File: config.mk
export PLATFORM = sky130hd
export DESIGN_NAME = short_long_press_classifier_flat
export DESIGN_NICKNAME = d
export VERILOG_FILES = /design/src/rtl/core/slpc_pkg.sv /design/src/rtl/core/slpc_if.sv /design/src/rtl/core/slpc_lane.sv /design/src/rtl/core/short_long_press_classifier.sv /design/src/flat_wrapper.sv
export SDC_FILE = /design/constraint.sdc
export NUM_CORES = 1
export LEC_CHECK = 0
export ABC_AREA = 0
export BUFFER_PORTS_ARGS = -buffer_cell sky130_fd_sc_hd__buf_2
export CORE_ASPECT_RATIO = 1.2
export CORE_MARGIN = 4
export CORE_UTILIZATION = 60
export DETAILED_ROUTE_END_ITERATION = 8
export PLACE_DENSITY_LB_ADDON = 0.08
export RECOVER_POWER = 50
export SETUP_SLACK_MARGIN = 0.2
export SYNTH_ARGS = -nofsm -noshare
export SYNTH_HDL_FRONTEND = slang
export SYNTH_HIERARCHICAL = 1
export SYNTH_SLANG_ARGS = --single-unit
export TNS_END_PERCENT = 30
File: constraint.sdc
create_clock -name clk -period 4.7 [get_ports clk]
set_input_delay 0.705 -clock clk [delete_from_list [all_inputs] [get_ports clk]]
set_output_delay 0.705 -clock clk [all_outputs]
set_load 0.005 [all_outputs]
File: src/rtl/core/slpc_pkg.sv
`default_nettype none

package slpc_pkg;

    // Default build of the block.
    localparam int NUM_BUTTONS_DEF = 4;
    localparam int COUNT_BITS_DEF  = 16;

    // Fixed field widths of the channels.
    localparam int PIN_COUNT   = 4;
    localparam int OPCODE_W    = 2;
    localparam int PINS_W      = 4;
    localparam int IDX_W       = 2;
    localparam int STATE_W     = 2;
    localparam int CFG_INDEX_W = 2;
    localparam int CFG_DATA_W  = 64;
    localparam int BUTTONS_W   = 3;

    // Reset values of the configuration registers.
    localparam logic [CFG_DATA_W-1:0] SHORT_THR_RESET = 64'h0001_0001_0001_0001;
    localparam logic [CFG_DATA_W-1:0] LONG_THR_RESET  = 64'h0001_0001_0001_0001;
    localparam logic [BUTTONS_W-1:0]  BUTTONS_RESET   = 3'd4;
    localparam logic                  POLARITY_RESET  = 1'b0;

    typedef enum logic [STATE_W-1:0] {
        ST_RELEASED = 2'd0,
        ST_SHORT    = 2'd1,
        ST_LONG     = 2'd2,
        ST_FAULT    = 2'd3
    } press_t;

    typedef enum logic [OPCODE_W-1:0] {
        OP_TICK         = 2'd0,
        OP_READ_LEVEL   = 2'd1,
        OP_READ_EDGE    = 2'd2,
        OP_READ_RELEASE = 2'd3
    } opcode_t;

    typedef enum logic [CFG_INDEX_W-1:0] {
        CFG_SHORT_THR = 2'd0,
        CFG_LONG_THR  = 2'd1,
        CFG_BUTTONS   = 2'd2,
        CFG_POLARITY  = 2'd3
    } cfg_index_t;

    // Command from the top level to one button lane.
    typedef struct packed {
        logic    tick_en;
        logic    pressed;
        logic    query_en;
        opcode_t op;
    } lane_cmd_t;

endpackage

`default_nettype wire

File: src/rtl/core/slpc_if.sv
`default_nettype none

// Item channel: one tick or one query per transaction.
interface slpc_in_if import slpc_pkg::*; ();
    logic                valid;
    logic                ready;
    logic [OPCODE_W-1:0] opcode;
    logic [PINS_W-1:0]   pin_levels;
    logic [IDX_W-1:0]    button_index;

    modport source (output valid, output opcode, output pin_levels,
                    output button_index, input ready);
    modport sink   (input valid, input opcode, input pin_levels,
                    input button_index, output ready);
endinterface

// Result channel: one press state per transaction.
interface slpc_out_if import slpc_pkg::*; ();
    logic               valid;
    logic               ready;
    logic [STATE_W-1:0] press_state;

    modport source (output valid, output press_state, input ready);
    modport sink   (input valid, input press_state, output ready);
endinterface

// Configuration write channel.
interface slpc_cfg_if import slpc_pkg::*; ();
    logic                   valid;
    logic                   ready;
    logic [CFG_INDEX_W-1:0] index;
    logic [CFG_DATA_W-1:0]  data;

    modport source (output valid, output index, output data, input ready);
    modport sink   (input valid, input index, input data, output ready);
endinterface

`default_nettype wire

File: src/rtl/core/slpc_lane.sv
`default_nettype none

// Next-state logic of one button: press machine, hold counter and latches.
module slpc_lane import slpc_pkg::*; #(
    parameter int COUNT_BITS = COUNT_BITS_DEF
) (
    input  lane_cmd_t             cmd,
    input  logic [COUNT_BITS-1:0] short_thr,
    input  logic [COUNT_BITS-1:0] long_thr,
    input  press_t                level,
    input  logic [COUNT_BITS:0]   count,
    input  press_t                edge_latch,
    input  press_t                release_latch,
    output press_t                level_next,
    output logic [COUNT_BITS:0]   count_next,
    output press_t                edge_latch_next,
    output press_t                release_latch_next,
    output press_t                read_value
);

    localparam logic [COUNT_BITS:0] COUNT_MAX = '1;

    logic [COUNT_BITS-1:0] short_eff;
    logic [COUNT_BITS-1:0] long_eff;
    logic [COUNT_BITS:0]   count_inc;

    // A zero short threshold acts as one; long never lies below short.
    assign short_eff = (short_thr == '0) ? COUNT_BITS'(1) : short_thr;
    assign long_eff  = (long_thr < short_eff) ? short_eff : long_thr;
    assign count_inc = (count == COUNT_MAX) ? count : count + 1'b1;

    always_comb
    begin
        level_next         = level;
        count_next         = count;
        edge_latch_next    = edge_latch;
        release_latch_next = release_latch;
        read_value         = ST_RELEASED;

        if (cmd.tick_en)
        begin
            unique case (level)
                ST_RELEASED:
                begin
                    if (cmd.pressed)
                    begin
                        count_next = count_inc;
                        if (count_inc >= {1'b0, short_eff})
                        begin
                            level_next = ST_SHORT;
                        end
                    end
                    else
                    begin
                        count_next = '0;
                    end
                end
                ST_SHORT:
                begin
                    if (cmd.pressed)
                    begin
                        count_next = count_inc;
                        if (count_inc >= {1'b0, long_eff})
                        begin
                            level_next      = ST_LONG;
                            edge_latch_next = ST_LONG;
                            count_next      = '0;
                        end
                    end
                    else
                    begin
                        level_next         = ST_RELEASED;
                        count_next         = '0;
                        release_latch_next = ST_SHORT;
                        edge_latch_next    = ST_SHORT;
                    end
                end
                ST_LONG:
                begin
                    if (!cmd.pressed)
                    begin
                        level_next         = ST_RELEASED;
                        count_next         = '0;
                        release_latch_next = ST_LONG;
                    end
                end
                ST_FAULT:
                begin
                end
            endcase
        end

        if (cmd.query_en)
        begin
            unique case (cmd.op)
                OP_READ_LEVEL:
                begin
                    read_value      = level;
                    edge_latch_next = ST_RELEASED;
                end
                OP_READ_EDGE:
                begin
                    read_value      = edge_latch;
                    edge_latch_next = ST_RELEASED;
                end
                OP_READ_RELEASE:
                begin
                    read_value         = release_latch;
                    edge_latch_next    = ST_RELEASED;
                    release_latch_next = ST_RELEASED;
                end
                OP_TICK:
                begin
                end
            endcase
        end
    end

endmodule

`default_nettype wire

File: src/rtl/core/short_long_press_classifier.sv
`default_nettype none

// Channel      Modport  Transaction carries
// item_in      sink     opcode, pin_levels, button_index (tick or query)
// result_out   source   press_state (one per query, none per tick)
// cfg          sink     index, data (register write, always ready)
//
// One item is accepted per clock cycle, ticks and queries alike, unless a
// query is held by a stalled result; the rate is set by the single
// read-modify-write pass over the state row. A query is registered in the
// update stage with the state-memory read, then in the output register.
// Reset clears the row valid bit; an unwritten row reads as all buttons
// released with zero counts, so no clearing pass is needed.
// A stalled result stops the update stage only when it holds a query; ticks
// pass through it regardless.
module short_long_press_classifier import slpc_pkg::*; #(
    parameter int NUM_BUTTONS = NUM_BUTTONS_DEF,
    parameter int COUNT_BITS  = COUNT_BITS_DEF
) (
    input  wire        clk,
    input  wire        rst_n,
    slpc_in_if.sink    item_in,
    slpc_out_if.source result_out,
    slpc_cfg_if.sink   cfg
);

    // Each button occupies one lane of the state row:
    // {level, hold count, edge latch, release latch}.
    localparam int CW         = COUNT_BITS + 1;
    localparam int LANE_W     = 3 * STATE_W + CW;
    localparam int ROW_W      = NUM_BUTTONS * LANE_W;
    localparam int STATE_ROWS = 1;

    // Configuration registers.
    logic [CFG_DATA_W-1:0] short_thr_reg;
    logic [CFG_DATA_W-1:0] long_thr_reg;
    logic [BUTTONS_W-1:0]  buttons_reg;
    logic                  polarity_reg;

    // Update stage.
    logic                  s1_valid_reg;
    opcode_t               s1_op_reg;
    logic [PINS_W-1:0]     s1_pins_reg;
    logic [IDX_W-1:0]      s1_idx_reg;

    // Output register.
    logic                  out_valid_reg;
    press_t                out_state_reg;

    // State memory and its read/forward path.
    logic [ROW_W-1:0]      state_mem [STATE_ROWS];
    logic [ROW_W-1:0]      rd_row_reg;
    logic                  rd_valid_reg;
    logic                  row_valid_reg;
    logic                  fwd_hit_reg;
    logic [ROW_W-1:0]      fwd_row_reg;
    logic [ROW_W-1:0]      cur_row;
    logic [ROW_W-1:0]      wb_row;

    logic                  accept;
    logic                  s1_is_query;
    logic                  out_free;
    logic                  s1_fire;
    logic                  query_fault;
    logic [STATE_W-1:0]    read_or;
    press_t                result_state;

    press_t                lane_read [NUM_BUTTONS];

    // ------------------------------------------------------------------
    // Configuration port. Users must issue writes only while idle; not enforced.
    // ------------------------------------------------------------------
    assign cfg.ready = 1'b1;

    always_ff @(posedge clk or negedge rst_n)
    begin
        if (!rst_n)
        begin
            short_thr_reg <= SHORT_THR_RESET;
            long_thr_reg  <= LONG_THR_RESET;
            buttons_reg   <= BUTTONS_RESET;
            polarity_reg  <= POLARITY_RESET;
        end
        else if (cfg.valid)
        begin
            unique case (cfg_index_t'(cfg.index))
                CFG_SHORT_THR: short_thr_reg <= cfg.data;
                CFG_LONG_THR:  long_thr_reg  <= cfg.data;
                CFG_BUTTONS:   buttons_reg   <= cfg.data[BUTTONS_W-1:0];
                CFG_POLARITY:  polarity_reg  <= cfg.data[0];
            endcase
        end
    end

    // ------------------------------------------------------------------
    // Handshake. The update stage moves on unless it holds a query whose
    // result has nowhere to go.
    // ------------------------------------------------------------------
    assign s1_is_query   = (s1_op_reg != OP_TICK);
    assign out_free      = !out_valid_reg || result_out.ready;
    assign s1_fire       = s1_valid_reg && (!s1_is_query || out_free);
    assign item_in.ready = !s1_valid_reg || s1_fire;
    assign accept        = item_in.valid && item_in.ready;

    always_ff @(posedge clk or negedge rst_n)
    begin
        if (!rst_n)
        begin
            s1_valid_reg  <= 1'b0;
            out_valid_reg <= 1'b0;
            row_valid_reg <= 1'b0;
            rd_valid_reg  <= 1'b0;
            fwd_hit_reg   <= 1'b0;
        end
        else
        begin
            if (item_in.ready)
            begin
                s1_valid_reg <= item_in.valid;
            end

            if (s1_fire && s1_is_query)
            begin
                out_valid_reg <= 1'b1;
            end
            else if (result_out.ready)
            begin
                out_valid_reg <= 1'b0;
            end

            if (s1_fire)
            begin
                row_valid_reg <= 1'b1;
            end

            // A read issued in the same cycle as a write-back sees the old
            // row, so the written row is forwarded instead.
            if (accept)
            begin
                rd_valid_reg <= row_valid_reg;
                fwd_hit_reg  <= s1_fire;
            end
        end
    end

    always_ff @(posedge clk)
    begin
        if (accept)
        begin
            s1_op_reg   <= opcode_t'(item_in.opcode);
            s1_pins_reg <= item_in.pin_levels;
            s1_idx_reg  <= item_in.button_index;
        end
        if (s1_fire && s1_is_query)
        begin
            out_state_reg <= result_state;
        end
    end

    // ------------------------------------------------------------------
    // State memory: one row, synchronous read, write-back from the update
    // stage.
    // ------------------------------------------------------------------
    always_ff @(posedge clk)
    begin
        if (s1_fire)
        begin
            state_mem[0] <= wb_row;
            fwd_row_reg  <= wb_row;
        end
        if (accept)
        begin
            rd_row_reg <= state_mem[0];
        end
    end

    always_comb
    begin
        if (fwd_hit_reg)
        begin
            cur_row = fwd_row_reg;
        end
        else if (rd_valid_reg)
        begin
            cur_row = rd_row_reg;
        end
        else
        begin
            cur_row = '0;
        end
    end

    // ------------------------------------------------------------------
    // Button lanes.
    // ------------------------------------------------------------------
    for (genvar b = 0; b < NUM_BUTTONS; b++)
    begin : g_lane
        localparam int BASE  = b * LANE_W;
        localparam int SHIFT = b * COUNT_BITS;

        logic [CFG_DATA_W-1:0] short_shifted;
        logic [CFG_DATA_W-1:0] long_shifted;
        logic                  pin;
        logic                  active;
        lane_cmd_t             cmd;
        press_t                level_next;
        logic [CW-1:0]         count_next;
        press_t                edge_next;
        press_t                rel_next;

        // A field that lies past the top of the register reads zero.
        assign short_shifted = short_thr_reg >> SHIFT;
        assign long_shifted  = long_thr_reg >> SHIFT;

        if (b < PIN_COUNT)
        begin : g_pin
            assign pin = s1_pins_reg[b];
        end
        else
        begin : g_no_pin
            assign pin = 1'b0;
        end

        assign active       = (32'(buttons_reg) > b);
        assign cmd.tick_en  = (s1_op_reg == OP_TICK) && active;
        assign cmd.pressed  = (pin == polarity_reg);
        assign cmd.query_en = s1_is_query && active && (32'(s1_idx_reg) == b);
        assign cmd.op       = s1_op_reg;

        slpc_lane #(
            .COUNT_BITS (COUNT_BITS)
        ) u_lane (
            .cmd                (cmd),
            .short_thr          (short_shifted[COUNT_BITS-1:0]),
            .long_thr           (long_shifted[COUNT_BITS-1:0]),
            .level              (press_t'(cur_row[BASE+LANE_W-1 -: STATE_W])),
            .count              (cur_row[BASE+2*STATE_W +: CW]),
            .edge_latch         (press_t'(cur_row[BASE+STATE_W +: STATE_W])),
            .release_latch      (press_t'(cur_row[BASE +: STATE_W])),
            .level_next         (level_next),
            .count_next         (count_next),
            .edge_latch_next    (edge_next),
            .release_latch_next (rel_next),
            .read_value         (lane_read[b])
        );

        assign wb_row[BASE +: LANE_W] = {level_next, count_next, edge_next, rel_next};
    end

    // Only the addressed lane returns a non-zero value, so an OR selects it.
    always_comb
    begin
        read_or = '0;
        for (int b = 0; b < NUM_BUTTONS; b++)
        begin
            read_or = read_or | lane_read[b];
        end
    end

    assign query_fault  = (32'(s1_idx_reg) >= 32'(buttons_reg)) ||
                          (32'(s1_idx_reg) >= NUM_BUTTONS);
    assign result_state = query_fault ? ST_FAULT : press_t'(read_or);

    assign result_out.valid       = out_valid_reg;
    assign result_out.press_state = out_state_reg;

    // ------------------------------------------------------------------
    // Assertions.
    // ------------------------------------------------------------------
    a_query_gives_result: assert property (@(posedge clk) disable iff (!rst_n)
        s1_fire && s1_is_query |=> out_valid_reg)
        else $error("query left the update stage without a result");

    a_tick_gives_none: assert property (@(posedge clk) disable iff (!rst_n)
        s1_fire && !s1_is_query && out_free |=> !out_valid_reg)
        else $error("tick produced a result");

    a_fault_reported: assert property (@(posedge clk) disable iff (!rst_n)
        s1_fire && s1_is_query && query_fault |=> out_state_reg == ST_FAULT)
        else $error("query of an unused button did not report fault");

    a_forward_after_write: assert property (@(posedge clk) disable iff (!rst_n)
        fwd_hit_reg |-> row_valid_reg)
        else $error("forwarded row without any write-back");

endmodule

`default_nettype wire

File: src/flat_wrapper.sv
// flat-port wrapper written by rule: the top's interface ports become plain ports
module short_long_press_classifier_flat import slpc_pkg::*;
#(
    parameter int NUM_BUTTONS = NUM_BUTTONS_DEF,
    parameter int COUNT_BITS  = COUNT_BITS_DEF
)
  (clk, rst_n, item_in_valid, item_in_opcode, item_in_pin_levels, item_in_button_index, item_in_ready, result_out_valid, result_out_press_state, result_out_ready, cfg_valid, cfg_index, cfg_data, cfg_ready);
  slpc_in_if item_in_i ();
  slpc_out_if result_out_i ();
  slpc_cfg_if cfg_i ();
  input  wire clk;
  input  wire rst_n;
  input wire logic [$bits(item_in_i.valid)-1:0] item_in_valid;
  input wire logic [$bits(item_in_i.opcode)-1:0] item_in_opcode;
  input wire logic [$bits(item_in_i.pin_levels)-1:0] item_in_pin_levels;
  input wire logic [$bits(item_in_i.button_index)-1:0] item_in_button_index;
  output wire logic [$bits(item_in_i.ready)-1:0] item_in_ready;
  output wire logic [$bits(result_out_i.valid)-1:0] result_out_valid;
  output wire logic [$bits(result_out_i.press_state)-1:0] result_out_press_state;
  input wire logic [$bits(result_out_i.ready)-1:0] result_out_ready;
  input wire logic [$bits(cfg_i.valid)-1:0] cfg_valid;
  input wire logic [$bits(cfg_i.index)-1:0] cfg_index;
  input wire logic [$bits(cfg_i.data)-1:0] cfg_data;
  output wire logic [$bits(cfg_i.ready)-1:0] cfg_ready;
  assign item_in_i.valid = item_in_valid;
  assign item_in_i.opcode = item_in_opcode;
  assign item_in_i.pin_levels = item_in_pin_levels;
  assign item_in_i.button_index = item_in_button_index;
  assign item_in_ready = item_in_i.ready;
  assign result_out_valid = result_out_i.valid;
  assign result_out_press_state = result_out_i.press_state;
  assign result_out_i.ready = result_out_ready;
  assign cfg_i.valid = cfg_valid;
  assign cfg_i.index = cfg_index;
  assign cfg_i.data = cfg_data;
  assign cfg_ready = cfg_i.ready;
  short_long_press_classifier #(.NUM_BUTTONS(NUM_BUTTONS), .COUNT_BITS(COUNT_BITS)) u_core (.clk(clk), .rst_n(rst_n), .item_in(item_in_i), .result_out(result_out_i), .cfg(cfg_i));
endmodule
**Yosys cells after proc, flatten, opt, wreduce, memory -nomap -nowiden**

Memory sizes are Yosys's and may differ from the RTL's. A register that Yosys moved wholly into a read port is not among the register bits.
Index checks and enable logic that the tools add are counted.

- Memories kept: 1
- Register bits: 239
- Memory bits (writable): 92
- Bits in read-only memories: 0
- Word-level logic and storage cells: 229
- Output and inout bits: 5
- Bits of input ports: 79
- Latch bits: 0

Memory list:

| name | depth | bits a word | rd ports | clocked after memory_dff | wr ports | line | source |
|---|---|---|---|---|---|---|---|
| u_core.state_mem | 1 | 92 | 1 | 1 | 1 | short_long_press_classifier.sv:51 | `logic [ROW_W-1:0] state_mem [STATE_ROWS];` |

- Muxes and demuxes: 126
- Shift operators: 0
- Eq/ne operators: 25
- Div/mod/pow operators: 0
- Magnitude comparators: 17
- $add $sub $neg: 4
- Multipliers: 0
- Reductions and logical operators: 39
- Bitwise gates (word level): 3

Operator list:

| operator | number |
|---|---|
| 17-bit 2-to-1 mux | 24 |
| 17-bit case mux with 3 select lines | 4 |
| 92-bit 2-to-1 mux | 2 |
| 2-bit 2-to-1 mux | 72 |
| 17-bit by 16-bit greater-or-equal comparator with 1-bit output | 8 |
| 16-bit 2-to-1 mux | 8 |
| 17-bit by 1-bit adder with 17-bit output (second input constant) | 4 |
| 17-bit equality test (second input constant) | 4 |
| 16-bit zero test | 4 |
| 16-bit less-than comparator | 4 |
| 2-bit case mux with 3 select lines | 8 |
| 2-bit equality test (second input constant) | 10 |
| 2-bit case mux with 2 select lines | 4 |
| 1-bit logical AND | 15 |
| 2-bit by 1-bit equality test with 1-bit output (second input constant) | 7 |
| 2-bit zero test | 7 |
| 2-bit AND reduction | 4 |
| 3-bit by 1-bit > comparator with 1-bit output (second input constant) | 2 |
| 3-bit by 2-bit > comparator with 1-bit output (second input constant) | 2 |
| 2-bit bitwise OR | 3 |
| 1-bit equality test | 4 |
| 1-bit 2-to-1 mux | 4 |
| 2-bit nonzero test | 2 |
| 2-bit by 3-bit greater-or-equal comparator with 1-bit output | 1 |
| 3 further kinds | 7 |

**Longest topological paths before layout**

- Depth after elaboration: 11
- Depth in mapped cells: 20
- Mapped depth without buffers: 17

**By module**

Netlist, hierarchy kept.

By module, submodules not included:

| module | seq. area each (um2) | area each (um2) | instances | cells each |
|---|---|---|---|---|
| short_long_press_classifier | 9265.1 | 12685.9 | 1 | 644 |
| slpc_lane (u_core.g_lane[1].u_lane ...) | 0.0 | 2273.4 | 2 | 301 |
| slpc_lane (u_core.g_lane[3].u_lane) | 0.0 | 2343.5 | 1 | 322 |
| slpc_lane (u_core.g_lane[0].u_lane) | 0.0 | 2304.7 | 1 | 326 |

**Worst setup path after synthesis**

Ideal clock, no wire load.

- Kind: flip-flop to flip-flop
- Start point: register u_core.fwd_hit_reg
- End point: memory u_core/state_mem[0][15] (netlist name), data pin
- Data arrival time: 4.056 ns
- Slack: 0.385 ns
- Clock period less this slack: 4.315 ns
- Required time: 4.441 ns
- Cell stages (with the launch flop): 20
- Path buffers: 4
- Setup time: 0.259 ns
- Path through: dfrtp_1 -> buf_2 -> clkbuf_1 -> a22o_1 -> buf_2 -> nand2_1 -> nor3_1 -> nand3_1 -> and3_1 -> and4_1 -> xor2_1 -> ha_1 -> nand4_1 -> or4_1 -> a31oi_1 -> nor4_1 -> a31oi_4 -> buf_6 -> nor3_1 -> a211o_1

- Longest elaborated chain between the ends: 8
- Elaborated cells between the ends (all ways): 14
- Those cells by class: add/sub: 1; order compare: 1; eq/ne: 3; mux: 8; reduce/logical: 1

Ends and longest elaborated chain:

| item | line | source |
|---|---|---|
| start: declaration | short_long_press_classifier.sv:55 | `logic fwd_hit_reg;` |
| start signal: assignment | short_long_press_classifier.sv:141 | `fwd_hit_reg <= s1_fire;` |
| 92-bit 2-to-1 mux * | short_long_press_classifier.sv:179 | `if (fwd_hit_reg)` |
| named net u_core.cur_row[15] | short_long_press_classifier.sv:57 | `logic [ROW_W-1:0] cur_row;` |
| 17-bit by 1-bit adder with 17-bit output / 17-bit equality test (equally long branches) | slpc_lane.sv:30 | `assign count_inc = (count == COUNT_MAX) ? count : count + 1'b1;` |
| 17-bit 2-to-1 mux | slpc_lane.sv:30 |  |
| 17-bit by 16-bit greater-or-equal comparator with 1-bit output | slpc_lane.sv:63 | `if (count_inc >= {1'b0, long_eff})` |
| 17-bit 2-to-1 mux | slpc_lane.sv:63 |  |
| 17-bit 2-to-1 mux | slpc_lane.sv:60 | `if (cmd.pressed)` |
| 17-bit case mux with 3 select lines | slpc_lane.sv:42 | `unique case (level)` |
| 17-bit 2-to-1 mux * | slpc_lane.sv:40 | `if (cmd.tick_en)` |
| named net u_core.g_lane[0].count_next[11] | short_long_press_classifier.sv:207 | `logic [CW-1:0] count_next;` |
| end: declaration | short_long_press_classifier.sv:51 |  |

Mark *: on every way through the listed nets, which the timed path passes. The rest lies on a longest branch.

**Final worst setup path**

- Start point: register u_core.rd_valid_reg
- End point: memory u_core/state_mem[0][45] (netlist name), data pin

- Longest elaborated chain between the ends: 9
- Elaborated cells between the ends (all ways): 17
- Those cells by class: add/sub: 1; order compare: 2; eq/ne: 3; mux: 10; reduce/logical: 1

Ends and longest elaborated chain:

| item | line | source |
|---|---|---|
| start: declaration | short_long_press_classifier.sv:53 | `logic rd_valid_reg;` |
| start signal: assignment | short_long_press_classifier.sv:140 | `rd_valid_reg <= row_valid_reg;` |
| 92-bit 2-to-1 mux * | short_long_press_classifier.sv:183 | `else if (rd_valid_reg)` |
| 92-bit 2-to-1 mux * | short_long_press_classifier.sv:179 |  |
| named net u_core.cur_row[36] | short_long_press_classifier.sv:57 |  |
| 17-bit by 1-bit adder with 17-bit output / 17-bit equality test (equally long branches) | slpc_lane.sv:30 |  |
| 17-bit 2-to-1 mux * | slpc_lane.sv:30 |  |
| 17-bit by 16-bit greater-or-equal comparator with 1-bit output, on equally long branches | slpc_lane.sv:63, slpc_lane.sv:48 |  |
| 2-bit 2-to-1 mux, on equally long branches | slpc_lane.sv:63, slpc_lane.sv:48 |  |
| 2-bit 2-to-1 mux, on equally long branches | slpc_lane.sv:60, slpc_lane.sv:45 |  |
| 2-bit case mux with 3 select lines * | slpc_lane.sv:42 |  |
| 2-bit 2-to-1 mux * | slpc_lane.sv:40 |  |
| named net u_core.g_lane[1].level_next[1] | short_long_press_classifier.sv:206 | `press_t level_next;` |

Marks and branches as above.

==> flow_metrics.tcl <==
set metrics [dict create \
    antenna_found_initial 1 \
    dp_slack_ns -0.0623 \
    p_leak_uw 0.0107 \
    firstDrtPassIters 5 \
    finalHoldViolCount 0 \
    hpwl_mm 36.6 \
    path_buf_inv 4 \
    ant_nets 0 \
    clock.fmax_ghz 0.224 \
    path_class "flip-flop to flip-flop" \
    worst_slack_ns 0.243 \
    cp_slowest_cell "a311o_2" \
    fp.dieW_microns 182 \
    io_buffers 82 \
    grt_pass1_wl_mm 83.1 \
    cts_tree "yes" \
    seqCellArea_sq_um 9270 \
    synth_ff_type "edfxtp_1" \
    cts_made_buffers 37 \
    overflow 0 \
    critPathMaxStageDelay_ns 0.43 \
    wl_per_cell_microns 19.9 \
    syn_to_final_growth_pct 12.3 \
    power_uw 11100 \
    via_per_inst 6.15 \
    drtIter0Drc 926 \
    netlist_area_sq_um 21900 \
    ys_seq_elements 331 \
    num_antenna_cells 0 \
    required_ns 5.01 \
    root_buffer "clkbuf_16" \
    drv_slew 131 \
    grt_use_total 0.255 \
    place_area_sq_um 23300 \
    cp_top_family "compound AO/OA/AOI/OAI gates" \
    end_kind "flip-flop" \
    pin_count 84 \
    netlist_instances 1894 \
    synth_edf_count 194 \
    stdcell_area_sq_um 24600 \
    initial_utilization 0.609 \
    outcome "finished with violations" \
    async_reset_ff_frac 0.414 \
    fin_crit_ns 4.46 \
    core_area_sq_um 35900 \
    rsz0062_at_grt "true" \
    multi_input_area_sq_um 11700 \
    powerDensity_nw_per_um2 451 \
    drc_errors 0 \
    crit_top_cell "buf_4" \
    nets 2377 \
    violations "max-capacitance violations, max-slew violations" \
    critPathLaunchType "flip-flop" \
    dieHeight_microns 217 \
    finalSetupViolCount 0 \
    hold_path_class "primary input to async pin" \
    htree_levels 2 \
    synth_largest_area_cell "edfxtp_1" \
    gp_congestion 0.881 \
    grt_max_degree 73 \
    yosys_warnings 6 \
    irDropWorstVdd_mv 0.417 \
    vias 15889 \
    worst_clock_skew_ns 0.0161 \
    yosysSeqAreaShare 0.423 \
    fin_crit_sh 0.948 \
    path_clk_slew_ns 0.06 \
    placementRows 76 \
    yosysTopAreaCellShare 0.266 \
    synth_nets 2183 \
    grt_pass1_vias 16129 \
    max-cap-violations 3 \
    fill_cells 2809 \
    drive_gt1_frac 0.201 \
    max-slew-margin-rel -1.18 \
    cp_max_fo 15 \
    die_area_sq_um 39600 \
    worstMarginPinSlew_ns 3.27 \
    synth_cell_type_count 92 \
    clk_path_buf_depth 3 \
    critPathArrivalTime_ns 4.77 \
    clock_latency_ns 0.56 \
    clock-sinks 331 \
    tns_ns 0 \
    syn_avg_cell_area_sq_um 11.6 \
    cp_cell_sequence "nor2b_4 > buf_12 > buf_4 > clkbuf_16 > a22o_1 > buf_4 > and3_4 > a311o_2 > or3_4 > xnor2_1 > ha_1 > nand3_1 > o21ai_0 > a211o_2 > a32oi_1 > a21bo_2" \
    drt-total-wl_mm 51.4 \
    yosys-top-cells-area "edfxtp_1 (27%), dfrtp_1 (15%), ha_1 (12%)" \
]
-- repair_timing --
item	4_1_cts	5_1_grt
endpoints found under the setup margin	65	70
setup buffers	2	19
resized for setup	1	47
pin swaps	2	14
cloned	2	1
hold buffers	0	0
-- worst paths after layout --
path                                                      endpoint  slack [ns]  depth (start not counted)                     from
worst max-delay path                       u_core/state_mem[0][45]        0.24                         16      u_core/rd_valid_reg
worst max register to register             u_core/state_mem[0][45]        0.24                         16      u_core/rd_valid_reg
worst min-delay path              u_core/g_lane[0].long_shifted[6]        0.13                          1                    rst_n
max in group asynchronous       u_core/g_lane[0].short_shifted[32]        3.70                          2                    rst_n
worst min register to register               u_core/rd_row_reg[87]        0.45                          0  u_core/state_mem[0][87]
min in group clk                              u_core/s1_idx_reg[1]        0.32                          1  item_in_button_index[1]
-- through the flow --
| step | cells | hold slack (ns) | util |
|---|---|---|---|
| 6_report | 2585 | 0.131 | 0.684 |
| 5_1_grt | 2585 | 0.182 | 0.684 |
| 4_1_cts | 2565 | 0.153 | 0.682 |
| 3_5_place_dp | 2493 | 0.435 | 0.649 |
| 2_1_floorplan | 1894 | 0.409 | - |
| 3_3_place_gp | 2493 | 0.429 | 0.649 |
-- cells by family after synthesis --
kind of cell,count (synthesis),synth area share
compound gates,481,0.160
mux,201,0.120
simple gates,475,0.118
buf+inv,149,0.0395
flops,331,0.423
other cells,1,0.000171
fa+ha+maj,210,0.120
xor+xnor,46,0.0184
-- synthesized netlist by cell type (all sizes together) (18+ instances only) --
master / instances
nand4: 30
mux2: 138
a21o: 41
a22o: 104
nor2: 60
nor2b: 23
and3: 26
inv: 87
dfrtp: 128
and2: 18
or2: 20
nand2: 140
a21oi: 87
nor3: 26
ha: 210
edfxtp: 194
o21a: 20
xnor2: 34
nand3: 54
buf: 46
mux2i: 63
nor4: 28
o21ai: 97
-- layout by cell type (no fill, tap or decap), drive strengths merged, types with 63 or more instances in the layout --
cell	count
buf	207
nand2	140
clkbuf	69
dfrtp	128
o21ai	97
inv	88
ha	210
mux2i	63
a21oi	88
mux2	138
a22o	104
edfxtp	194
-- worst reg2reg max path, cell delays in order, from the launching register on --
cell and delay, ns:
dfrtp_1 0.39, nor2b_4 0.15, buf_12 0.15, buf_4 0.15
clkbuf_16 0.17, a22o_1 0.21, buf_4 0.16, and3_4 0.19
a311o_2 0.44, or3_4 0.41, xnor2_1 0.29, ha_1 0.31
nand3_1 0.15, o21ai_0 0.20, a211o_2 0.39, a32oi_1 0.21
a21bo_2 0.24
-- power breakdown --
| part | switching, uW | total (uW) | internal, uW |
|---|---|---|---|
| logic | 2340 | 4310 | 1970 |
| registers | 366 | 4050 | 3690 |
| clock network | 1150 | 2710 | 1550 |
| total | 3860 | 11100 | 7210 |
-- routing by layer --
| metal | global-route usage | vias to the layer above | wire [microns] |
|---|---|---|---|
| met5 | 0 | - | 20 |
| met4 | 0.0786 | 2 | 1280 |
| met3 | 0.0363 | 77 | 2310 |
| met2 | 0.438 | 385 | 25100 |
| met1 | 0.335 | 7773 | 22700 |
| li1 | - | 7652 | - |
-- final cells by class --
type,instances,area share
clock buffers,61,0.0435
multi-input cells,1415,0.475
repair buffers,216,0.0650
inverters,87,0.0134
well taps,468,0.0238
clock inverters,7,0.00163
flip-flops and latches,331,0.377
Note: power is estimated with default switching activity, not from simulation.
